$ cat src/design/aapr_pkg.sv
// ----------------------------------------------------------------------------
// aapr_pkg: shared types and constants of the axis-angle point rotator
// Fixed-point constants in Q30, arctangent table of the CORDIC and the
// records that travel along the pipeline.
// ----------------------------------------------------------------------------
`default_nettype none

package aapr_pkg;

    localparam int COORD_BITS   = 32;
    localparam int SQRT_BITS    = 64;
    localparam int SQRT_STEPS   = 32;
    localparam int LEN_BITS     = 32;
    localparam int QUOT_BITS    = 31;
    localparam int DIV_REM_BITS = 62;
    localparam int CORDIC_BITS  = 34;
    localparam int MAX_CORDIC   = 32;

    localparam logic [32:0] ANG_TWO_PI  = 33'd6746518852;
    localparam logic [32:0] ANG_PI      = 33'd3373259426;
    localparam logic [32:0] ANG_HALF_PI = 33'd1686629713;
    localparam logic [33:0] CORDIC_GAIN = 34'd652032874;
    localparam logic [33:0] Q30_ONE     = 34'd1073741824;

    typedef struct packed {
        logic signed [31:0] px;
        logic signed [31:0] py;
        logic signed [31:0] pz;
        logic               zero;
        logic [2:0]         sgn;
    } side_t;

    typedef struct packed {
        side_t           side;
        logic [2:0][31:0] mag;
        logic            neg;
    } p1_t;

    typedef struct packed {
        side_t       side;
        logic [31:0] len;
        logic        flip;
    } p2_t;

    function automatic logic [31:0] atan_entry(input int step);
        logic [31:0] v;
        case (step)
            0:  v = 32'h3243F6A8;
            1:  v = 32'h1DAC6705;
            2:  v = 32'h0FADBAFC;
            3:  v = 32'h07F56EA6;
            4:  v = 32'h03FEAB76;
            5:  v = 32'h01FFD55B;
            6:  v = 32'h00FFFAAA;
            7:  v = 32'h007FFF55;
            8:  v = 32'h003FFFEA;
            9:  v = 32'h001FFFFD;
            10: v = 32'h000FFFFF;
            11: v = 32'h0007FFFF;
            12: v = 32'h0003FFFF;
            13: v = 32'h0001FFFF;
            14: v = 32'h0000FFFF;
            15: v = 32'h00007FFF;
            16: v = 32'h00003FFF;
            17: v = 32'h00001FFF;
            18: v = 32'h00000FFF;
            19: v = 32'h000007FF;
            20: v = 32'h000003FF;
            21: v = 32'h000001FF;
            22: v = 32'h000000FF;
            23: v = 32'h0000007F;
            24: v = 32'h0000003F;
            25: v = 32'h0000001F;
            26: v = 32'h0000000F;
            27: v = 32'h00000008;
            28: v = 32'h00000004;
            29: v = 32'h00000002;
            30: v = 32'h00000001;
            default: v = 32'h00000000;
        endcase
        return v;
    endfunction

endpackage

`default_nettype wire

$ cat src/design/aapr_sqrt_cell.sv
// ----------------------------------------------------------------------------
// aapr_sqrt_cell: one digit of the integer square root
// Tries one result bit against the remaining radicand and registers both.
// ----------------------------------------------------------------------------
`default_nettype none

module aapr_sqrt_cell #(
    parameter int SHIFT = 62
) (
    input  logic                           clk,
    input  logic                           en,
    input  logic [aapr_pkg::SQRT_BITS-1:0] v_in,
    input  logic [aapr_pkg::SQRT_BITS-1:0] res_in,
    output logic [aapr_pkg::SQRT_BITS-1:0] v_out,
    output logic [aapr_pkg::SQRT_BITS-1:0] res_out
);
    import aapr_pkg::*;

    localparam logic [SQRT_BITS-1:0] BIT_VAL = SQRT_BITS'(1) << SHIFT;

    logic [SQRT_BITS:0]   trial;
    logic [SQRT_BITS-1:0] v_next;
    logic [SQRT_BITS-1:0] res_next;
    logic [SQRT_BITS-1:0] v_reg;
    logic [SQRT_BITS-1:0] res_reg;

    always_comb
    begin
        trial = {1'b0, res_in} + {1'b0, BIT_VAL};
        if ({1'b0, v_in} >= trial)
        begin
            v_next   = v_in - trial[SQRT_BITS-1:0];
            res_next = (res_in >> 1) + BIT_VAL;
        end
        else
        begin
            v_next   = v_in;
            res_next = res_in >> 1;
        end
    end

    always_ff @(posedge clk)
    begin
        if (en)
        begin
            v_reg   <= v_next;
            res_reg <= res_next;
        end
    end

    assign v_out   = v_reg;
    assign res_out = res_reg;

endmodule

`default_nettype wire

$ cat config.mk
export PLATFORM = sky130hd
export DESIGN_NAME = aapr_sqrt_cell
export DESIGN_NICKNAME = d
export VERILOG_FILES = /design/src/design/aapr_pkg.sv /design/src/design/aapr_sqrt_cell.sv
export SDC_FILE = /design/constraint.sdc
export NUM_CORES = 1
export LEC_CHECK = 0
export BUFFER_PORTS_ARGS = -buffer_cell sky130_fd_sc_hd__buf_2
export CAP_MARGIN = 20
export CORE_ASPECT_RATIO = 1.5
export CORE_UTILIZATION = 45
export DETAILED_ROUTE_END_ITERATION = 16
export PLACE_DENSITY = 0.73
export SYNTH_ARGS = -nofsm -noshare
export SYNTH_HDL_FRONTEND = slang
export SYNTH_SLANG_ARGS = --single-unit
export TNS_END_PERCENT = 20
$ cat constraint.sdc
create_clock -name clk -period 3.5 [get_ports clk]
set_clock_uncertainty 0.15 [all_clocks]
set_input_delay 0.525 -clock clk [delete_from_list [all_inputs] [get_ports clk]]
set_output_delay 0.525 -clock clk [all_outputs]
set_load 0.05 [all_outputs]
# Word-level counts from Yosys, hierarchy flattened
# Index checks and enable logic that the tools add are counted.
# Widths: inputs -> output; s select.
[totals]
reg_bits = 128
out_inout_bits = 128
inputBits = 130
[op_classes]
mux = 2
order_cmp = 1
n_addsub = 3
[op_table]
columns = ["cell", "count"]
rows = [
  ["$add 64x63->65 const B", 1],
  ["$ge 64x65->1", 1],
  ["$add 63x63->64 const B", 1],
  ["$mux 64", 1],
  ["$sub 64x64->64", 1],
  ["$mux 63", 1],
]

# Longest topological paths before layout
[depth]
depth_word = 3
depth_mapped = 16
mapped_depth_nobuf = 13

# Worst setup path before layout
# No wires, ideal clock.
[synth_timing]
path_type = "input -> register"
startpoint = "in res_in[1] (netlist name)"
endpoint = "reg v_reg[27] (netlist: v_out[27]), data pin"
stages = 14
required_ps = 3090
arrival_ps = 3147
setup_slack_ps = -58
n_path_buf = 2
cell_sequence = "inv_1 ha_1 nor2b_1 o2111ai_2 a31oi_1 o31a_1 o2111ai_2 a211o_1 a211oi_2 o31ai_4 nand2_2 buf_6 buf_8 mux2_4"
[synth_between]
elab_chain_cells = 3
word_cells_on_any_way = 4
[synth_rtl]
columns = ["item", "line_no", "source"]
rows = [
  ["start: declaration", "aapr_sqrt_cell.sv:13", "input logic [aapr_pkg::SQRT_BITS-1:0] res_in,"],
  ["$add 64x63->65 *", "aapr_sqrt_cell.sv:29", "trial = {1'b0, res_in} + {1'b0, BIT_VAL};"],
  ["$sub 64x64->64 / $ge 64x65->1 (equally long branches)", "aapr_sqrt_cell.sv:32, aapr_sqrt_cell.sv:30", ""],
  ["$mux 64 *", "aapr_sqrt_cell.sv:30", "if ({1'b0, v_in} >= trial)"],
  ["net v_next[27]", "aapr_sqrt_cell.sv:22", "logic [SQRT_BITS-1:0] v_next;"],
  ["end signal: assignment", "aapr_sqrt_cell.sv:46", "v_reg <= v_next;"],
  ["end: declaration", "aapr_sqrt_cell.sv:24", "logic [SQRT_BITS-1:0] v_reg;"],
]
# The timed path passes the listed nets; every way through them passes the cells marked *.
# A chain may end at the register's enable or synchronous reset.

# Worst setup path in the final report
[layout_timing]
startpoint = "in res_in[39] (netlist name)"
endpoint = "reg v_reg[54] (netlist: v_out[54]), data pin"
# The elaborated chain is that of the path after synthesis.

==> results.json <==
{
  "worstHoldStart": "res_in[49]",
  "antenna_left": 0,
  "cts_tree": "done",
  "gr-usage-all-layers": 0.281,
  "synth.distinct_cells": 73,
  "cp.required_ps": 3540,
  "synth_ff_type": "edfxtp_1",
  "crit_path_top_delay_cell": "or3_1",
  "gr-total-overflow": 0,
  "drc": 0,
  "place_area_sq_mm": 0.0121,
  "final_cell_area_sq_mm": 0.0128,
  "synth_fa_ha_area_frac": 0.0900,
  "worst-setup-path-type": "in -> reg",
  "core_region_area_sq_mm": 0.0199,
  "worstMarginPinSlew_ps": 577,
  "peakVddDrop_v": 0.000336,
  "port_buffers": 257,
  "dp.final_hpwl_microns": 23800,
  "async_reset_ff_frac": 0,
  "start_util": 0.464,
  "die_h_microns": 178,
  "syn_nets": 1131,
  "wl_microns": 29500,
  "synth-xor-area-share": 0.0483,
  "htreeDepth": 4,
  "synth_area_per_cell_sq_um": 9.90,
  "gp_congestion": 0.923,
  "drive_gt1_frac": 0.399,
  "cts_buffers": 17,
  "io_pins": 258,
  "ys_warn_count": 0,
  "setup_viol": 0,
  "ys_ff_latch": 128,
  "wl_per_cell_microns": 18.1,
  "crit_buf_inv": 2,
  "fmax_mhz": 293,
  "fin_crit_sh": 0.975,
  "cp_top_family": "compound AO/OA/AOI/OAI gates",
  "grt_max_degree": 61,
  "holdBufCountCts": 0,
  "nets": 1561,
  "hold_class": "in -> reg",
  "clock-root-buffer": "clkbuf_16",
  "worstPathArrival_ps": 3450,
  "clkTransAtPathRegs_ps": 60,
  "synthCells": 935,
  "crit_chain": "buf_2 -> inv_1 -> ha_1 -> nand4_1 -> or3_1 -> or2_2 -> a31oi_1 -> o21bai_1 -> a31oi_1 -> a21oi_1 -> nand3_1 -> o311ai_0 -> mux2_4",
  "rsz0062_at_grt": "true",
  "synth_compound_area_frac": 0.191,
  "critPathMaxStageDelay_ps": 440,
  "finalPower_mw": 5.98,
  "viasPerCell": 5.48,
  "worstHoldPathCells": 1,
  "status": "finished, final reports clean",
  "period_minus_slack_ps": 3410,
  "clock_path_buffers": 2,
  "slew_violations": 0,
  "yosys-mux-area-fraction": 0.0623,
  "ys_seq_area_frac": 0.415,
  "synthToLayoutAreaGrowth_pct": 37.9,
  "hold_viol": 0,
  "synth_edf_count": 128,
  "cp_max_fo": 6,
  "p_per_area_mw_per_mm2": 469,
  "die-width_microns": 119,
  "syn_area_sq_mm": 0.00925,
  "cap_violations": 0,
  "dr.first_iter.drc_count": 451,
  "clock-sinks": 128,
  "synth_top_family_by_area": "compound AO/OA/AOI/OAI gates",
  "antenna_found_initial": 2,
  "critical_path.most_common_cell": "a31oi_1",
  "rows": 63,
  "grt_pass1_vias": 9236,
  "n_fill_cell": 1705,
  "min_to": "res_out[48]",
  "first_pass_iters": 6,
  "layout_commonest_cell": "buf_2",
  "grt_pass1_wl_microns": 45100,
  "maxSlewHeadroom": 0.615,
  "dieArea_sq_mm": 0.0212,
  "num_vias": 8973,
  "leakage_nw": 6.04,
  "layout_common_cells": "buf_2, buf_4, edfxtp_1",
  "start_kind": "input port",
  "worstSetupEndpointType": "flip-flop",
  "yosys.area_share.simple": 0.131
}
-- worst max-delay path by stage --
stage	start	endpoint	slack [ps]	depth (start not counted)
floorplan	res_in[34]	v_out[27]	3	15
global placement	res_in[36]	v_out[23]	-340	14
detailed placement	res_in[1]	v_out[22]	-360	15
CTS	res_in[1]	v_out[21]	90	15
global route	v_in[0]	v_out[54]	-40	14
finish	res_in[39]	v_out[54]	90	13
-- sequential cells by signal (all words and copies together), names as in the netlist --
register and flops:
res_out 64, v_out 64
-- metrics by stage --
step	hold slack, ps	setup slack (ps)	std cells	TNS, ps	util
detailed placement	569	-357	1603	-16980	0.609
finish	124	88.5	1636	0	0.640
CTS	110	92.6	1632	0	0.636
global route	112	-37.9	1636	-254	0.640
global placement	566	-342	1603	-17570	0.609
floorplan	474	2.69	935	0	-
-- logic make-up after synthesis --
logic type,after synthesis
xor+xnor,51
flops,128
simple gates,248
fa+ha+maj,66
mux,43
compound gates,264
buf+inv,135
-- layout make-up --
type                            count  area [sq um]  area share
Antenna cell                        1          2.50    0.000196
Timing Repair Buffer              455          2830       0.222
Clock inverter                      9          95.1     0.00745
Sequential cell                   128          3840       0.301
Multi-Input combinational cell    672          4880       0.382
Tap cell                          260           325      0.0255
Inverter                           91           342      0.0268
Clock buffer                       20           437      0.0342
-- what timing repair did --
| item | CTS | global route |
|---|---|---|
| setup endpoints to repair | 0 | 44 |
| buffers inserted | 0 | 2 |
| resized for setup | 0 | 8 |
-- synth_stat cells, drive strengths merged, types with 6 or more instances --
cell type / count / area [sq um]
xnor2: 36 / 315
nand3: 28 / 140
inv: 91 / 342
a21o: 40 / 300
o21ai: 38 / 194
a21oi: 85 / 429
o21a: 7 / 53.8
o21bai: 16 / 120
nand4: 22 / 138
nor2: 55 / 209
mux2: 42 / 567
o31ai: 14 / 119
edfxtp: 128 / 3840
or3: 6 / 37.5
a31oi: 14 / 87.6
nor3: 29 / 145
ha: 65 / 813
nand2: 62 / 235
xor2: 15 / 131
buf: 15 / 125
clkbuf: 29 / 110
and3: 11 / 68.8
nor2b: 7 / 43.8
-- per-layer routing --
layer / wire length (microns) / GRT usage / vias up
li1: - / - / 4313
met1: 10600 / 0.281 / 4312
met2: 16600 / 0.551 / 279
met3: 1220 / 0.0456 / 67
met4: 1130 / 0.143 / 2
met5: 10 / 0 / -
-- report_power, final --
group	switching [mW]	internal, mW	total (mW)
Sequential	0.0444	1.91	1.95
Clock	0.654	1.02	1.68
Combinational	1.47	0.880	2.35
Total	2.17	3.81	5.98
Power figures use the tool's default switching activity.
