### src/design/aapr_pkg.sv
// ----------------------------------------------------------------------------
// aapr_pkg: shared types and constants of the axis-angle point rotator
// Fixed-point constants in Q30, arctangent table of the CORDIC and the
// records that travel along the pipeline.
// ----------------------------------------------------------------------------
`default_nettype none

package aapr_pkg;

    localparam int COORD_BITS   = 32;
    localparam int SQRT_BITS    = 64;
    localparam int SQRT_STEPS   = 32;
    localparam int LEN_BITS     = 32;
    localparam int QUOT_BITS    = 31;
    localparam int DIV_REM_BITS = 62;
    localparam int CORDIC_BITS  = 34;
    localparam int MAX_CORDIC   = 32;

    localparam logic [32:0] ANG_TWO_PI  = 33'd6746518852;
    localparam logic [32:0] ANG_PI      = 33'd3373259426;
    localparam logic [32:0] ANG_HALF_PI = 33'd1686629713;
    localparam logic [33:0] CORDIC_GAIN = 34'd652032874;
    localparam logic [33:0] Q30_ONE     = 34'd1073741824;

    typedef struct packed {
        logic signed [31:0] px;
        logic signed [31:0] py;
        logic signed [31:0] pz;
        logic               zero;
        logic [2:0]         sgn;
    } side_t;

    typedef struct packed {
        side_t           side;
        logic [2:0][31:0] mag;
        logic            neg;
    } p1_t;

    typedef struct packed {
        side_t       side;
        logic [31:0] len;
        logic        flip;
    } p2_t;

    function automatic logic [31:0] atan_entry(input int step);
        logic [31:0] v;
        case (step)
            0:  v = 32'h3243F6A8;
            1:  v = 32'h1DAC6705;
            2:  v = 32'h0FADBAFC;
            3:  v = 32'h07F56EA6;
            4:  v = 32'h03FEAB76;
            5:  v = 32'h01FFD55B;
            6:  v = 32'h00FFFAAA;
            7:  v = 32'h007FFF55;
            8:  v = 32'h003FFFEA;
            9:  v = 32'h001FFFFD;
            10: v = 32'h000FFFFF;
            11: v = 32'h0007FFFF;
            12: v = 32'h0003FFFF;
            13: v = 32'h0001FFFF;
            14: v = 32'h0000FFFF;
            15: v = 32'h00007FFF;
            16: v = 32'h00003FFF;
            17: v = 32'h00001FFF;
            18: v = 32'h00000FFF;
            19: v = 32'h000007FF;
            20: v = 32'h000003FF;
            21: v = 32'h000001FF;
            22: v = 32'h000000FF;
            23: v = 32'h0000007F;
            24: v = 32'h0000003F;
            25: v = 32'h0000001F;
            26: v = 32'h0000000F;
            27: v = 32'h00000008;
            28: v = 32'h00000004;
            29: v = 32'h00000002;
            30: v = 32'h00000001;
            default: v = 32'h00000000;
        endcase
        return v;
    endfunction

endpackage

`default_nettype wire

### src/design/aapr_cordic_cell.sv
// ----------------------------------------------------------------------------
// aapr_cordic_cell: one micro-rotation of the sine and cosine CORDIC
// Rotates the vector toward the residual angle by a fixed arctangent.
// ----------------------------------------------------------------------------
`default_nettype none

module aapr_cordic_cell #(
    parameter int STEP = 0
) (
    input  logic                                  clk,
    input  logic                                  en,
    input  logic signed [aapr_pkg::CORDIC_BITS-1:0] x_in,
    input  logic signed [aapr_pkg::CORDIC_BITS-1:0] y_in,
    input  logic signed [aapr_pkg::CORDIC_BITS-1:0] r_in,
    output logic signed [aapr_pkg::CORDIC_BITS-1:0] x_out,
    output logic signed [aapr_pkg::CORDIC_BITS-1:0] y_out,
    output logic signed [aapr_pkg::CORDIC_BITS-1:0] r_out
);
    import aapr_pkg::*;

    localparam logic signed [CORDIC_BITS-1:0] ATAN = $signed({2'b00, atan_entry(STEP)});

    logic signed [CORDIC_BITS-1:0] dx;
    logic signed [CORDIC_BITS-1:0] dy;
    logic signed [CORDIC_BITS-1:0] x_reg;
    logic signed [CORDIC_BITS-1:0] y_reg;
    logic signed [CORDIC_BITS-1:0] r_reg;

    assign dx = y_in >>> STEP;
    assign dy = x_in >>> STEP;

    always_ff @(posedge clk)
    begin
        if (en)
        begin
            if (r_in >= 0)
            begin
                x_reg <= x_in - dx;
                y_reg <= y_in + dy;
                r_reg <= r_in - ATAN;
            end
            else
            begin
                x_reg <= x_in + dx;
                y_reg <= y_in - dy;
                r_reg <= r_in + ATAN;
            end
        end
    end

    assign x_out = x_reg;
    assign y_out = y_reg;
    assign r_out = r_reg;

endmodule

`default_nettype wire

### config.mk
export PLATFORM = sky130hd
export DESIGN_NAME = aapr_cordic_cell
export DESIGN_NICKNAME = d
export VERILOG_FILES = /design/src/design/aapr_pkg.sv /design/src/design/aapr_cordic_cell.sv
export SDC_FILE = /design/constraint.sdc
export NUM_CORES = 1
export LEC_CHECK = 0
export CELL_PAD_IN_SITES_DETAIL_PLACEMENT = 1
export CELL_PAD_IN_SITES_GLOBAL_PLACEMENT = 1
export CORE_UTILIZATION = 40
export DETAILED_ROUTE_END_ITERATION = 8
export DONT_BUFFER_PORTS = 1
export HOLD_SLACK_MARGIN = 0.15
export PLACE_DENSITY_LB_ADDON = 0.1
export REMOVE_ABC_BUFFERS = 1
export SLEW_MARGIN = 20
export SYNTH_ARGS = -nofsm -noshare
export SYNTH_HDL_FRONTEND = slang
export SYNTH_SLANG_ARGS = --single-unit
### constraint.sdc
create_clock -name clk -period 4.98 [get_ports clk]
set_input_delay 0.249 -clock clk [delete_from_list [all_inputs] [get_ports clk]]
set_output_delay 0.249 -clock clk [all_outputs]
set_load 0.05 [all_outputs]
# --- Word-level counts from Yosys, hierarchy flattened ---
# Cells that the tools add are included.
word_totals:
  wordCells: 12
  inputBits: 104
  reg_bits: 102
  output_inout_bits: 102
op_classes:
  muxes: 3
  n_addsub: 5
  n_lt_le_gt_ge: 1
ops:
  columns: ["cell", "count"]
  rows:
  - ["$mux 34", 3]
  - ["$sub 34x34->34", 2]
  - ["$add 34x31->34 const B", 1]
  - ["$add 34x34->34", 1]
  - ["$ge 34x1->1 const B", 1]
  - ["$sub 34x31->34 const B", 1]

# --- Logic depth before layout (Yosys ltp) ---
depth:
  word_depth: 2
  mapped_depth: 20
  ltp_nobuf: 18

# --- Worst setup path after synthesis ---
# Ideal clock, no wire load.
synth_path:
  path_type: "input to register"
  start: "input r_in[33] in the netlist's numbering"
  end: "register r_reg[33] (netlist: r_out[33]) (data pin)"
  path_buffers: 3
  slack_ps: 683
  path_stages: 20
  arrival_ps: 4035
  t_required_ps: 4718
  setup_ps: 262
  path_cell_list: "inv_1 > ha_1 > nor4b_1 > nand4_1 > nor4_1 > and4_1 > nand2b_1 > clkbuf_8 > clkbuf_1 > ha_1 > clkbuf_1 > and3_1 > and3_1 > a211oi_1 > o21a_1 > a2bb2oi_1 > o311ai_1 > a221oi_1 > o21bai_1 > xor2_1"
synth_via:
  elab_chain_len: 2
  word_cells_on_any_way: 4
  classes_between: "2 x add/sub; 1 x order compare; 1 x mux"
synth_rtl:
  columns: ["item", "line", "text"]
  rows:
  - ["start: declaration", "aapr_cordic_cell.sv:14", "input logic signed [aapr_pkg::CORDIC_BITS-1:0] r_in,"]
  - ["$add 34x31->34 (tied with other cells)", "aapr_cordic_cell.sv:46", "r_reg <= r_in + ATAN;"]
  - ["$mux 34 *", "aapr_cordic_cell.sv:36", "if (r_in >= 0)"]
  - ["end signal: assignment", "aapr_cordic_cell.sv:40", "r_reg <= r_in - ATAN;"]
  - ["end signal: assignment", "aapr_cordic_cell.sv:46", null]
  - ["end: declaration", "aapr_cordic_cell.sv:27", "logic signed [CORDIC_BITS-1:0] r_reg;"]
# Mark *: on every way between the ends. The rest lies on a longest branch, timed or not.
# A chain may end at the register's enable or synchronous reset.

# --- Final worst setup path ---
layout_path:
  start: "input r_in[30] in the netlist's numbering"
  end: "register r_reg[28] (netlist: r_out[28]) (data pin)"
layout_via:
  elab_chain_len: 2
layout_rtl:
  columns: ["item", "line"]
  rows:
  - ["$ge 34x1->1", "aapr_cordic_cell.sv:36"]
  - ["$mux 34", "aapr_cordic_cell.sv:36"]
# No other way between the ends.

==> impl_metrics.yaml <==
die:
  io_pins: 206
  initial_core_util_pct: 40.9
  die_w_um: 166
  die_area_mm2: 0.0274
  die_h_um: 166
  rows: 59
  core_mm2: 0.0261
power_and_ir_drop:
  p_leak_nw: 4.72
  power_density_mw_per_mm2: 315
  peakVddDrop_mv: 0.165
  total_power_mw: 3.52
worst_setup_path:
  critPathLaunchType: "primary input"
  worstPathArrival_ps: 4800
  critical-path-top-delay-family: "simple AND/OR/NAND/NOR gates"
  crit_chain: "nor4_1 -> nand4_1 -> nor4_1 -> and4_1 -> nand2b_2 -> inv_2 -> buf_4 -> ha_1 -> a21o_1 -> a21oi_1 -> nor2b_1 -> a311oi_1 -> a21o_1 -> a211oi_1 -> o21ai_0 -> nor4bb_1 -> a311oi_1"
  worstSetupPathType: "primary input to register"
  cp-startpoint: "r_in[30]"
  crit_end: "r_out[28]"
  worstSetupPathDepth: 17
  endpoint_kind: "register"
  cp_max_fo: 20
  critPathBufInv: 2
  cp_slowest_stage_delay_ps: 610
  crit_required_ps: 5070
  crit_slowest_cell: "nor4_1"
layout:
  drive_above_1_share_pct: 4.88
  final_nets: 1421
  area_growth_pct: 4.40
  final_cells: 1523
  stdcell_area_mm2: 0.0112
  fillers: 3112
  antenna_cells: 0
sta:
  period_share_pct: 94.5
  grt_setup_unrepaired: "no"
  slew_headroom_pct: 38.4
  slew_violations: 0
  hold_violations: 0
  timing.final.crit_period_ps: 4710
  worstMarginPinSlew_ps: 913
  finalSetupViolCount: 0
  max_freq_mhz: 212
run_status:
  status: "finished, violations left"
  violations: "DRC"
route:
  final_antenna_net_count: 0
  wl_mm: 34.4
  avgViaCountPerCell: 5.91
  dr.pass1.iters: 7
  drtIter0Drc: 645
  routedWlPerCell_um: 22.6
  vias: 9007
  drc: 34
global_route:
  grt_pass1_vias: 9226
  grt_max_degree: 102
  grt_use_total_pct: 24.8
  grt_pass1_wl_mm: 52.2
  antenna_found_initial: 0
  overflow: 0
  met2_usage_pct: 40.7
  grt.met1_usage_pct: 32.6
  grt_util_met3_pct: 4.72
  grt_most_used_layer: "met2"
hold_path:
  hold_class: "primary input to register"
placed_design:
  gp_congestion: 0.903
  io_buffers: 0
  placed_area_mm2: 0.0108
  detailed_place_hpwl_mm: 27.1
  place_inst: 1503
synthesis:
  synth_area_leader_cell: "edfxtp_1"
  synth_edf_count: 101
  synth.area.top_cells: "edfxtp_1 (28%), ha_1 (15%), a21oi_1 (6.8%)"
  synthesis.area_mm2: 0.0107
  ys_seq_area_share_pct: 28.3
  async_reset_ff_share_pct: 0
  yosysWarningCount: 0
  synth.distinct_cells: 90
  synth.avg_cell_area_um2: 8.82
  synth_ff_type: "edfxtp_1"
  synth_cells: 1213
  synth_top_area_share_pct: 28.3
  ys_ff_latch: 101
cts:
  clockBufferDepth: 2
  clk_pin_slew_worst_paths_ps: 80
  h-tree-depth: 3
  cts_tree: "yes"
  cts_buffers: 9
  cts_resized: 0
  root_buffer: "clkbuf_16"
  hold_buffers: 5
  post_cts_buffers: 0
  cts.sinks: 101
flow_run:
  max_cap_viol_count: 0
[synthesized netlist by cell type, types with 4 or more instances]
cell type and instances:
and4_1 4, nor2b_1 11, a21o_1 45, nand2b_1 13, a31oi_1 10, a311oi_1 5
a22oi_1 4, nor2_1 95, nand3b_1 4, fa_1 4, edfxtp_1 101, nor3_1 12
and3_1 11, a211o_1 4, o21bai_1 25, or4_1 5, o31a_1 4, or2_2 5
a221oi_1 4, o31ai_1 16, o311ai_0 5, o22ai_1 5, inv_2 4, o21a_1 10
ha_1 129, nand3_1 18, o21ai_0 71, a211oi_1 14, a21boi_0 4, nand4_1 7
mux2i_1 19, inv_1 107, o211ai_1 14, nor4_1 9, xor2_1 21, xnor2_1 72
a21oi_1 146, nand2_1 53, clkbuf_1 19, buf_2 9, or3_1 5, clkbuf_8 13
a221o_1 4, buf_1 6
[how the worst min path moves through the flow]
stage,from,endpoint,slack [ps],cells after the start
6_report,y_in[0],x_out[0],180,2
2_1_floorplan,r_in[0],r_out[0],350,0
3_5_place_dp,r_in[2],r_out[2],350,0
4_1_cts,y_in[0],x_out[0],170,2
3_3_place_gp,r_in[0],r_out[0],350,0
5_1_grt,y_in[0],x_out[0],190,2
[sequential cells by signal, summed over array words and instances (netlist names)]
register	flops
r_out	34
y_out	33
x_out	34
[kinds of logic (layout without fill, tap and decap cells)]
kind of cell | Yosys count | after routing | share of synthesized area, %
flip-flops | 101 | 101 | 28.3
XOR/XNOR | 93 | 93 | 7.61
AO/OA/AOI/OAI | 429 | 429 | 26.3
buffers and inverters | 167 | 142 | 7.50
adder cells (fa/ha/maj) | 133 | 133 | 15.8
AND/OR/NAND/NOR | 270 | 270 | 12.5
multiplexers | 20 | 20 | 1.88
[cell usage in the layout (no fill, tap or decap), types with 7 or more instances in the layout]
master     count
a21o_1        45
a31oi_1       10
o211ai_1      14
nand4_1        7
nor2b_1       11
clkbuf_16      9
nor4_1         9
nor3_1        12
mux2i_1       19
nand3_1       18
nand2_1       53
xnor2_1       72
buf_4          8
o31ai_1       16
o21a_1        10
inv_1        107
nor2_1        95
o21bai_1      25
ha_1         129
a21oi_1      146
xor2_1        21
and3_1        11
nand2b_1      12
edfxtp_1     101
o21ai_0       71
a211oi_1      14
[final cells by class]
| cell class | count | area, um2 | area share, % |
|---|---|---|---|
| flip-flops and latches | 101 | 3030 | 27.2 |
| clock buffers | 9 | 225 | 2.02 |
| well taps | 335 | 419 | 3.75 |
| multi-input cells | 945 | 6870 | 61.5 |
| clock inverters | 6 | 70.1 | 0.627 |
| inverters | 114 | 428 | 3.83 |
| repair buffers | 13 | 128 | 1.14 |
[per-stage QoR]
step	setup slack [ps]	util (%)	TNS (ps)	hold slack [ps]
final	272	42.7	0	178
after global routing	112	42.7	0	190
after global placement	249	41.4	0	348
after floorplan	-1090	-	-17610	348
after CTS	370	42.7	0	167
after detailed placement	-1.49	41.4	-1.49	348
[report_power, final]
part	total [mW]	internal [mW]	switching, mW
combinational	1.06	0.404	0.656
sequential	1.71	1.14	0.562
clock	0.752	0.393	0.358
total	3.52	1.94	1.58
[metal layers]
| metal | wire length (um) | share of wire [%] | up-vias |
|---|---|---|---|
| li1 | - | - | 4353 |
| met1 | 15300 | 44 | 4358 |
| met2 | 15900 | 46 | 257 |
| met3 | 2260 | 6.6 | 39 |
| met4 | 890 | 2.6 | 0 |
| met5 | 0 | 0 | - |
(Power assumes the default switching activity.)
