**config.mk**
```make
export PLATFORM = sky130hd
export DESIGN_NAME = aapr_div_cell
export DESIGN_NICKNAME = d
export VERILOG_FILES = /design/src/design/aapr_pkg.sv /design/src/design/aapr_div_cell.sv
export SDC_FILE = /design/constraint.sdc
export NUM_CORES = 1
export LEC_CHECK = 0
export BUFFER_PORTS_ARGS = -buffer_cell sky130_fd_sc_hd__buf_4
export CAP_MARGIN = 25
export CORE_MARGIN = 2
export CORE_UTILIZATION = 45
export DETAILED_ROUTE_END_ITERATION = 6
export PLACE_DENSITY = 0.82
export SYNTH_ARGS = -nofsm -noshare
export SYNTH_HDL_FRONTEND = slang
export SYNTH_SLANG_ARGS = --single-unit
```
**constraint.sdc**
```tcl
create_clock -name clk -period 4.07 [get_ports clk]
set_clock_uncertainty 0.05 [all_clocks]
set_input_delay 0 -clock clk [delete_from_list [all_inputs] [get_ports clk]]
set_output_delay 0 -clock clk [all_outputs]
set_load 0.01 [all_outputs]
```
**src/design/aapr_pkg.sv**
```systemverilog
// ----------------------------------------------------------------------------
// aapr_pkg: shared types and constants of the axis-angle point rotator
// Fixed-point constants in Q30, arctangent table of the CORDIC and the
// records that travel along the pipeline.
// ----------------------------------------------------------------------------
`default_nettype none

package aapr_pkg;

    localparam int COORD_BITS   = 32;
    localparam int SQRT_BITS    = 64;
    localparam int SQRT_STEPS   = 32;
    localparam int LEN_BITS     = 32;
    localparam int QUOT_BITS    = 31;
    localparam int DIV_REM_BITS = 62;
    localparam int CORDIC_BITS  = 34;
    localparam int MAX_CORDIC   = 32;

    localparam logic [32:0] ANG_TWO_PI  = 33'd6746518852;
    localparam logic [32:0] ANG_PI      = 33'd3373259426;
    localparam logic [32:0] ANG_HALF_PI = 33'd1686629713;
    localparam logic [33:0] CORDIC_GAIN = 34'd652032874;
    localparam logic [33:0] Q30_ONE     = 34'd1073741824;

    typedef struct packed {
        logic signed [31:0] px;
        logic signed [31:0] py;
        logic signed [31:0] pz;
        logic               zero;
        logic [2:0]         sgn;
    } side_t;

    typedef struct packed {
        side_t           side;
        logic [2:0][31:0] mag;
        logic            neg;
    } p1_t;

    typedef struct packed {
        side_t       side;
        logic [31:0] len;
        logic        flip;
    } p2_t;

    function automatic logic [31:0] atan_entry(input int step);
        logic [31:0] v;
        case (step)
            0:  v = 32'h3243F6A8;
            1:  v = 32'h1DAC6705;
            2:  v = 32'h0FADBAFC;
            3:  v = 32'h07F56EA6;
            4:  v = 32'h03FEAB76;
            5:  v = 32'h01FFD55B;
            6:  v = 32'h00FFFAAA;
            7:  v = 32'h007FFF55;
            8:  v = 32'h003FFFEA;
            9:  v = 32'h001FFFFD;
            10: v = 32'h000FFFFF;
            11: v = 32'h0007FFFF;
            12: v = 32'h0003FFFF;
            13: v = 32'h0001FFFF;
            14: v = 32'h0000FFFF;
            15: v = 32'h00007FFF;
            16: v = 32'h00003FFF;
            17: v = 32'h00001FFF;
            18: v = 32'h00000FFF;
            19: v = 32'h000007FF;
            20: v = 32'h000003FF;
            21: v = 32'h000001FF;
            22: v = 32'h000000FF;
            23: v = 32'h0000007F;
            24: v = 32'h0000003F;
            25: v = 32'h0000001F;
            26: v = 32'h0000000F;
            27: v = 32'h00000008;
            28: v = 32'h00000004;
            29: v = 32'h00000002;
            30: v = 32'h00000001;
            default: v = 32'h00000000;
        endcase
        return v;
    endfunction

endpackage

`default_nettype wire

```
**src/design/aapr_div_cell.sv**
```systemverilog
// ----------------------------------------------------------------------------
// aapr_div_cell: one quotient bit of the axis normalization
// Restoring division step against the axis length shifted into place.
// ----------------------------------------------------------------------------
`default_nettype none

module aapr_div_cell #(
    parameter int SHIFT = 30
) (
    input  logic                              clk,
    input  logic                              en,
    input  logic [aapr_pkg::LEN_BITS-1:0]     len,
    input  logic [aapr_pkg::DIV_REM_BITS-1:0] rem_in,
    input  logic [aapr_pkg::QUOT_BITS-1:0]    q_in,
    output logic [aapr_pkg::DIV_REM_BITS-1:0] rem_out,
    output logic [aapr_pkg::QUOT_BITS-1:0]    q_out
);
    import aapr_pkg::*;

    localparam logic [QUOT_BITS-1:0] Q_BIT = QUOT_BITS'(1) << SHIFT;

    logic [DIV_REM_BITS-1:0] dvs;
    logic [DIV_REM_BITS-1:0] rem_reg;
    logic [QUOT_BITS-1:0]    q_reg;

    assign dvs = DIV_REM_BITS'(len) << SHIFT;

    always_ff @(posedge clk)
    begin
        if (en)
        begin
            if (rem_in >= dvs)
            begin
                rem_reg <= rem_in - dvs;
                q_reg   <= q_in | Q_BIT;
            end
            else
            begin
                rem_reg <= rem_in;
                q_reg   <= q_in;
            end
        end
    end

    assign rem_out = rem_reg;
    assign q_out   = q_reg;

endmodule

`default_nettype wire

```
# Word-level counts from Yosys, hierarchy flattened
# Cells that the tools add are included.
# classes
mux	1
n_addsub	1
order_cmp	1
# op_table
operator	n
62-bit greater-or-equal comparator	1
62-bit two-way mux	1
62-bit subtractor	1
# totals
word_cells	6
out_inout_bits	93
reg_bits	93
inputBits	127

# Depth between registers and ports, before layout
# Gate-level depths: netlist of the first run.
# logic_depth
word_depth	2
depth_mapped	14
mapped_depth_nobuf	12

# Worst setup path before layout of the first run
# OpenSTA, ideal clock, no wires.
# synth_path
kind	input -> register
from	input port rem_in[30] in the netlist's numbering
to	register rem_reg[53] (netlist: rem_out[53]) (data pin)
arrival_time_ps	2598
setup_ps	260
stages	13
setup_slack_ps	1162
path_cell_list	inv_1 -> ha_1 -> inv_1 -> fa_1 -> a211oi_2 -> o211ai_2 -> a31oi_4 -> o2111a_2 -> a211oi_1 -> or4_1 -> buf_6 -> buf_6 -> mux2_4
# synth_via
elab_chain_len	2
word_cells_on_any_way	3
cone_classes	add/sub: 1; order compare: 1; mux: 1
# synth_lines
element	line	rtl
start: declaration	aapr_div_cell.sv:13	input logic [aapr_pkg::DIV_REM_BITS-1:0] rem_in,
62-bit subtractor or 62-bit greater-or-equal comparator (tied branches)	aapr_div_cell.sv:34, aapr_div_cell.sv:32	
62-bit two-way mux *	aapr_div_cell.sv:32	if (rem_in >= dvs)
end signal: assignment	aapr_div_cell.sv:34	rem_reg <= rem_in - dvs;
end signal: assignment	aapr_div_cell.sv:39	rem_reg <= rem_in;
end: declaration	aapr_div_cell.sv:23	logic [DIV_REM_BITS-1:0] rem_reg;
# Every way passes the cells marked *; elsewhere a longest branch is shown, timed or not.
# A chain may end at the register's enable or synchronous reset.

# Final worst setup path of the first run
# layout_path
from	input port rem_in[30] in the netlist's numbering
to	register rem_reg[33] (netlist: rem_out[33]) (data pin)
# Same word-level chain as after synthesis.

==> results of run 1 <==
[Yosys cell counts, types with 7 or more instances]
cell      instances  area, um^2
a21o_1           17         128
a21oi_1          34         170
a21oi_2          19         166
edfxtp_1         93        2790
ha_1             32         400
inv_1            39         146
nand2_1          18        67.6
nand3_1           8        40.0
nor2_1           28         105
nor4_1            7        43.8
o211ai_1          7        52.6
o21ai_0          16        80.1
xnor2_1          13         114
xor2_1           13         114
[logic make-up (layout without fill, tap and decap cells)]
kind of cell / after synthesis / count (layout) / share of synthesized area (%)
flip-flops: 93 / 93 / 53.5
adder cells (fa/ha/maj): 33 / 33 / 8.05
multiplexers: 10 / 10 / 2.44
XOR/XNOR: 26 / 26 / 4.36
AND/OR/NAND/NOR: 99 / 99 / 9.64
buffers and inverters: 54 / 368 / 4.75
AO/OA/AOI/OAI: 127 / 127 / 17.3
[final timing paths]
kind	start	to	slack [ps]	cells past startpoint
max	rem_in[30]	rem_out[33]	360	14
min	rem_in[59]	rem_out[59]	40	3
[power by group through the flow]
stage	Combinational, W	Clock [W]	Sequential, W
after global placement	0.000716	0	0.00122
final	0.000828	0.000873	0.00121
after global routing	0.000886	0.000926	0.00122
after floorplan	0.000349	0	0.00127
after CTS	0.000811	0.000884	0.00120
after detailed placement	0.000733	0	0.00122
[flip-flops by register name, summed over array words and instances (netlist names)]
signal	count
rem_out	62
q_out	31
[repair_timing]
item | CTS | global route
hold endpoints to repair | 91 | 0
hold buffers | 91 | 0
buffers inserted | 0 | 0
gates resized for setup | 0 | 0
setup endpoints to repair | 0 | 0
[routing by layer]
metal	vias up	wire (um)	global-route usage (%)
li1	2263	-	-
met4	0	394	9.05
met2	227	9100	50.2
met1	2300	6720	32.4
met3	29	973	3.16
met5	-	0	0
[final cells by class]
class                      count  area [um^2]
sequential                    93         2790
clock inverter                 7         80.1
inverter                      39          146
fill                         702         3190
timing repair buffer         313         2580
clock buffer                   9          225
multi-input combinational    295         2180
tap                          143          179
[metrics by stage]
stage	worst slack (ps)	hold WS (ps)	total power, W
3_3_place_gp	701	129	0.00194
2_1_floorplan	1160	48.9	0.00162
6_report	361	39.3	0.00291
5_1_grt	189	32.9	0.00303
3_5_place_dp	602	130	0.00196
4_1_cts	393	1.78	0.00290
[worst max-delay path: stages]
cell and delay (ps):
dlygate4sd3_1 550, buf_4 150, inv_1 50, ha_1 170, inv_1 60, fa_1 430, a211oi_2 280, o211ai_2 160
a31oi_4 220, o2111a_2 280, a211oi_1 70, or4_2 660, buf_4 310, mux2_2 340
==> impl_metrics.yaml, run 1 <==
worst_setup_path:
  cp_max_fo: 38
  worstSetupPathType: "primary input to register"
  worstPathArrival_ps: 3750
  cp-end-kind: "register"
  critPathRequiredTime_ps: 4110
  start_kind: "primary input"
clock_tree:
  cts-root-buf: "clkbuf_16"
  cts_sinks: 93
  clk_pin_slew_worst_paths_ps: 70
  cts_made_buffers: 9
  ctsLongestPathBuffers: 2
  cts_tree: "done"
  cts_max_level: 3
yosys:
  seq_area_frac_synth_pct: 53.5
  syn_inst: 442
  ys_ff_latch: 93
  synth_edf_count: 93
  yosysWarningCount: 0
  synthFlopType: "edfxtp_1"
  syn_area_um2: 5220
  ys_types: 54
  postSynthNetCount: 602
  avgSynthCellArea_um2: 11.8
  async_flop_share_pct: 0
floorplanning:
  row_count: 39
  die-height_um: 112
  ioPinCount: 220
  dieArea_um2: 12500
  core_um2: 11400
  fp.dieW_um: 112
  initial_core_util_pct: 45.9
detailed_routing:
  drtIter0Drc: 331
  drc_errors: 0
  ant_nets: 0
  viasPerCell: 5.36
  vias: 4819
  post_drt_wl_per_cell_um: 19.1
  wirelength_um: 17200
  dr.pass1.iters: 5
sta:
  min_period_ps: 3710
  tns_ps: 0
  timing.slew.headroom_pct: 52.7
  hold_violations: 0
  rsz0062_at_grt: "no"
  fmax_ghz: 0.270
  setup_violations: 0
  worstMarginPinSlew_ps: 700
  drv_slew: 0
  timing.final.crit_share_pct: 91.1
hold_path:
  min_path_type: "primary input to register"
placed_design:
  dpl-instance-area_um2: 6970
  routabilityCongestion: 0.892
  place_inst: 792
  dp_hpwl_um: 11300
  port_buffers: 219
pwr:
  power_frac_clock_pct: 30.0
  seqPwrFrac_pct: 41.6
  internal_power_w: 0.00208
  switchingPower_w: 0.000832
  power_density_nw_per_um2: 356
  vdd_drop_max_uv: 302
  leakagePower_nw: 3.60
  comb_power_share_pct: 28.4
  sw_frac_of_total_pct: 28.6
final_layout:
  final_cells: 899
  diodes: 0
  area_growth_pct: 56.7
  fin_area_um2: 8180
  nNetsFinal: 911
  final_cell_mix: "222 x buf_4, 93 x edfxtp_1, 91 x dlygate4sd3_1, 39 x inv_1, 34 x a21oi_1"
  final_util_pct: 72.0
  final_layout_size_suffix_gt1_share_pct: 36.9
  final_common_cell: "buf_4"
global_route:
  globalRouteOverflowTotal: 0
  antenna_found_initial: 0
  grt.total_usage_pct: 27.0
  grt_pass1_wl_um: 26300
  grt_pass1_vias: 4903
  grt_start_max_net_pins: 49
status:
  status: "finished, final reports clean"
flow_run:
  cap_violations: 0
(Power assumes the default switching activity.)
==> inputs of run 2 (changes only) <==
Settings changed: CELL_PAD_IN_SITES_DETAIL_PLACEMENT set to 1, CELL_PAD_IN_SITES_GLOBAL_PLACEMENT set to 1, CORE_UTILIZATION 45 to 37, PLACE_DENSITY 0.82 to 0.87.
==> run 2 against run 1 <==
Effect of this change: non-clock buffer count fell by 1; utilization down 12 points; clock power increased by 7.2%; sequential power is essentially flat; flip-flop and latch count unchanged; critical path type unchanged; critical endpoint unchanged; highest routed layer unchanged.
==> impl_metrics.yaml, run 2 (synthesis gave the netlist of run 1 again) <==
sta:
  timing.final.crit_share_pct: 92.4
  drv_slew: 0
  fmax_ghz: 0.266
  rsz0062_at_grt: "no"
  min_period_ps: 3760
  tns_ps: 0
  worstMarginPinSlew_ps: 870
  hold_violations: 0
  setup_violations: 0
  timing.slew.headroom_pct: 41.2
global_route:
  grt_pass1_vias: 5296
  grt_pass1_wl_um: 31500
  antenna_found_initial: 0
  globalRouteOverflowTotal: 0
  grt_start_max_net_pins: 66
  grt.total_usage_pct: 28.5
clock_tree:
  cts-root-buf: "clkbuf_16"
  clk_pin_slew_worst_paths_ps: 80
  postCtsSetupBuffers: 0
  cts_sinks: 93
  cts_tree: "done"
  ctsLongestPathBuffers: 2
  cts_max_level: 3
  cts_made_buffers: 9
floorplanning:
  core_um2: 13800
  dieArea_um2: 15100
  fp.dieW_um: 123
  ioPinCount: 220
  die-height_um: 123
  row_count: 43
  initial_core_util_pct: 37.8
final_layout:
  diodes: 0
  final_cell_mix: "220 x buf_4, 93 x edfxtp_1, 91 x dlygate4sd3_1, 39 x inv_1, 34 x a21oi_1"
  final_layout_size_suffix_gt1_share_pct: 37.0
  final_util_pct: 59.6
  area_growth_pct: 58.0
  final_common_cell: "buf_4"
  nNetsFinal: 910
  fillers: 1430
  largest_reg_flops: 62
status:
  status: "finished, final reports clean"
detailed_routing:
  drtIter0Drc: 378
  viasPerCell: 5.32
  vias: 4973
  ant_nets: 0
  post_drt_wl_per_cell_um: 23.4
  drc_errors: 0
  wirelength_um: 21800
  dr.pass1.iters: 5
pwr:
  seqPwrFrac_pct: 40.3
  switchingPower_w: 0.000933
  power_density_nw_per_um2: 367
  leakagePower_nw: 3.60
  vdd_drop_max_uv: 226
  internal_power_w: 0.00209
  sw_frac_of_total_pct: 30.9
  power_frac_clock_pct: 31.0
  comb_power_share_pct: 28.7
worst_setup_path:
  worstSetupPathType: "primary input to register"
  cp-end-kind: "register"
  worstPathArrival_ps: 3810
  cp_max_fo: 40
  start_kind: "primary input"
  critPathRequiredTime_ps: 4120
placed_design:
  dp_hpwl_um: 13400
  routabilityCongestion: 0.856
  port_buffers: 219
hold_path:
  min_path_type: "primary input to register"
flow_run:
  cap_violations: 0
-- run 2: cell count changes in the layout (fill, tap and decap cells not counted) --
cell        before  now
or4_2            1    0
clkinvlp_4       0    1
buf_12           0    1
buf_4          222  220
clkinv_1         1    0
inv_6            3    2
or4_4            0    1
clkinv_8         0    1
-- run 2: cell type report --
type / instances / area (um^2) / share of cell area, %
Inverter: 39 / 146 / 1.78
Tap cell: 180 / 225 / 2.73
Clock inverter: 7 / 91.3 / 1.11
Timing Repair Buffer: 312 / 2580 / 31.3
Multi-Input combinational cell: 295 / 2180 / 26.5
Clock buffer: 9 / 225 / 2.73
Sequential cell: 93 / 2790 / 33.9
-- run 2: metal layers --
layer  track usage [%]  up-vias  wire (um)
li1                  -     2253          -
met1              32.9     2427       8210
met2              51.7      248      11300
met3              5.90       45       1560
met4              10.6        0        748
met5                 0        -          0
-- run 2: final timing paths --
check,from,endpoint,slack [ps],cells after the start
worst max-delay path,rem_in[30],rem_out[33],310,14
worst min-delay path,rem_in[59],rem_out[59],10,3
-- run 2: power groups by stage --
stage / Clock [W] / Sequential [W] / Combinational (W)
final: 0.000936 / 0.00122 / 0.000868
after global routing: 0.000977 / 0.00123 / 0.000922
after CTS: 0.000920 / 0.00121 / 0.000836
after detailed placement: 0 / 0.00123 / 0.000756
after global placement: 0 / 0.00122 / 0.000729
after floorplan: 0 / 0.00127 / 0.000349
-- run 2: timing repair --
item | in CTS | in global routing
hold endpoints to repair | 91 | 0
hold buffers | 91 | 0
endpoints found under the setup margin | 0 | 8
resized for setup | 0 | 1
-- run 2: per-stage QoR --
| stage | cells | hold slack [ps] | instance area, um^2 | setup slack (ps) | total power [W] |
|---|---|---|---|---|---|
| 2_1_floorplan | 442 | 48.9 | 5220 | 1160 | 0.00162 |
| 3_3_place_gp | 828 | 129 | 7020 | 504 | 0.00195 |
| 3_5_place_dp | 828 | 130 | 7020 | 391 | 0.00198 |
| 4_1_cts | 935 | 8.61 | 8240 | 113 | 0.00296 |
| 5_1_grt | 935 | 9.84 | 8250 | 243 | 0.00313 |
| 6_report | 935 | 11.7 | 8250 | 311 | 0.00302 |
-- run 2: worst max-delay path, stage by stage --
cell	delay, ps
dlygate4sd3_1	550
buf_4	150
inv_1	80
ha_1	190
inv_1	70
fa_1	450
a211oi_2	280
o211ai_2	160
a31oi_4	220
o2111a_2	290
a211oi_1	90
or4_4	670
buf_12	240
mux2_2	330
==> inputs of run 3 (changes only) <==
Settings changed: CORE_ASPECT_RATIO set to 0.6.
==> run 3 against run 2 <==
Effect of this change: cell area is 0.27% higher; global-route usage down 3.5 points; worst setup slack better by 5.0 ps; clock power down 4.4%; flip-flop and latch count unchanged; die area up 0.21%; combinational power decreased by 2.8%; worst hold slack improved by 48 ps; critical endpoint is now rem_out[46]; largest power group unchanged; highest routed layer unchanged.
==> impl_metrics.yaml, run 3 (synthesis gave the netlist of run 1 again) <==
clock_tree:
  ctsLongestPathBuffers: 2
  cts_tree: "done"
  cts_max_level: 3
  clk_pin_slew_worst_paths_ps: 80
  cts_sinks: 93
  postCtsSetupBuffers: 0
  cts-root-buf: "clkbuf_16"
  cts_made_buffers: 9
sta:
  setup_violations: 0
  tns_ps: 0
  drv_slew: 0
  holdWs_ps: 59.8
  fmax_ghz: 0.266
  fin_ws_ps: 316
  worstMarginPinSlew_ps: 834
  timing.slew.headroom_pct: 43.7
  rsz0062_at_grt: "no"
  timing.final.crit_share_pct: 92.2
  min_period_ps: 3750
  hold_violations: 0
worst_setup_path:
  critPathRequiredTime_ps: 4120
  start_kind: "primary input"
  path_delay_family: "buffers and inverters"
  cp-startpoint: "rem_in[30]"
  worstPathArrival_ps: 3800
  crit_chain: "dlygate4sd3_1, buf_4, inv_1, ha_1, inv_1, fa_1, a211oi_2, o211ai_2, a31oi_4, o2111a_2, a211oi_1, or4_2, buf_4, mux2_2"
  slowest_stage: "or4_2"
  crit_buf_inv: 5
  cp_max_fo: 43
  cp-end-kind: "register"
  worstSetupPathType: "primary input to register"
  slowest_delay_ps: 660
flow_run:
  cap_violations: 0
global_route:
  grt_pass1_vias: 5332
  globalRouteOverflowTotal: 0
  grt_start_max_net_pins: 55
  antenna_found_initial: 2
  grt.total_usage_pct: 25.0
  grt_pass1_wl_um: 28400
floorplanning:
  row_count: 33
  dieArea_um2: 15100
  core_um2: 13700
  ioPinCount: 220
  initial_core_util_pct: 38.1
  fp.dieW_um: 157
  die-height_um: 96.0
final_layout:
  final_layout_size_suffix_gt1_share_pct: 37.0
  nNetsFinal: 912
  final_cells: 951
  final_cell_mix: "222 x buf_4, 93 x edfxtp_1, 92 x dlygate4sd3_1, 39 x inv_1, 34 x a21oi_1"
  largest_reg_flops: 62
  final_common_cell: "buf_4"
  area_growth_pct: 58.4
  fin_area_um2: 8270
detailed_routing:
  wirelength_um: 19200
  post_drt_wl_per_cell_um: 20.2
  drtIter0Drc: 254
  dr.pass1.iters: 4
  drc_errors: 0
  ant_nets: 0
  vias: 4855
  viasPerCell: 5.11
placed_design:
  place_inst: 841
  dpl-instance-area_um2: 7030
  port_buffers: 219
  routabilityCongestion: 0.881
  dp_hpwl_um: 13100
  dp_slack_ps: 549
hold_path:
  min_delay_path_depth: 4
  min_path_type: "primary input to register"
  min_to: "rem_out[60]"
  hold_start: "rem_in[60]"
status:
  status: "finished, final reports clean"
pwr:
  vdd_drop_max_uv: 231
  power_density_nw_per_um2: 357
  leakagePower_nw: 3.60
-- run 3: changes by cell type in the layout (fill, tap and decap cells not counted) --
cell / previous run / this run
inv_12: 0 / 1
inv_8: 1 / 0
clkinvlp_4: 1 / 0
clkinv_8: 1 / 3
or4_4: 1 / 0
or4_2: 0 / 1
dlygate4sd3_1: 91 / 92
buf_4: 220 / 222
bufinv_16: 1 / 0
diode_2: 0 / 2
buf_12: 1 / 0
-- run 3: worst max path at each step --
stage / to / cells past startpoint
CTS: rem_out[54] / 14
floorplan: rem_out[53] / 13
detailed placement: rem_out[54] / 13
finish: rem_out[46] / 14
global placement: rem_out[58] / 13
global route: rem_out[54] / 14
-- run 3: cell type report --
cell class | instances | area, um^2
inverters | 39 | 146
well taps | 192 | 240
multi-input cells | 295 | 2180
clock buffers | 9 | 225
fillers | 1453 | 5440
diodes | 2 | 5.00
clock inverters | 7 | 91.3
flip-flops and latches | 93 | 2790
repair buffers | 314 | 2590
-- run 3: repair_timing --
item	4_1_cts	5_1_grt
resized for setup	0	0
endpoints found under the hold margin	92	0
hold buffers	92	0
-- run 3: per-stage QoR --
| step | utilization, % | total power, W |
|---|---|---|
| final | 60.3 | 0.00295 |
| after global routing | 60.3 | 0.00307 |
| after CTS | 60.3 | 0.00293 |
| after detailed placement | 51.3 | 0.00198 |
| after global placement | 51.3 | 0.00194 |
| after floorplan | - | 0.00162 |
-- run 3: metal layers --
layer / global-route usage [%] / part of all wire [%]
met1: 30.2 / 42
met2: 43.4 / 49
met3: 6.48 / 6.6
met4: 9.55 / 2.5
met5: 0 / 0
-- run 3: where the power goes --
part | leakage (nW) | switching, W | total [W] | internal [W]
combinational | 2.54 | 0.000423 | 0.000844 | 0.000421
clock | 0.152 | 0.000450 | 0.000895 | 0.000445
sequential | 0.911 | 0.0000368 | 0.00121 | 0.00117
total | 3.60 | 0.000910 | 0.00295 | 0.00204
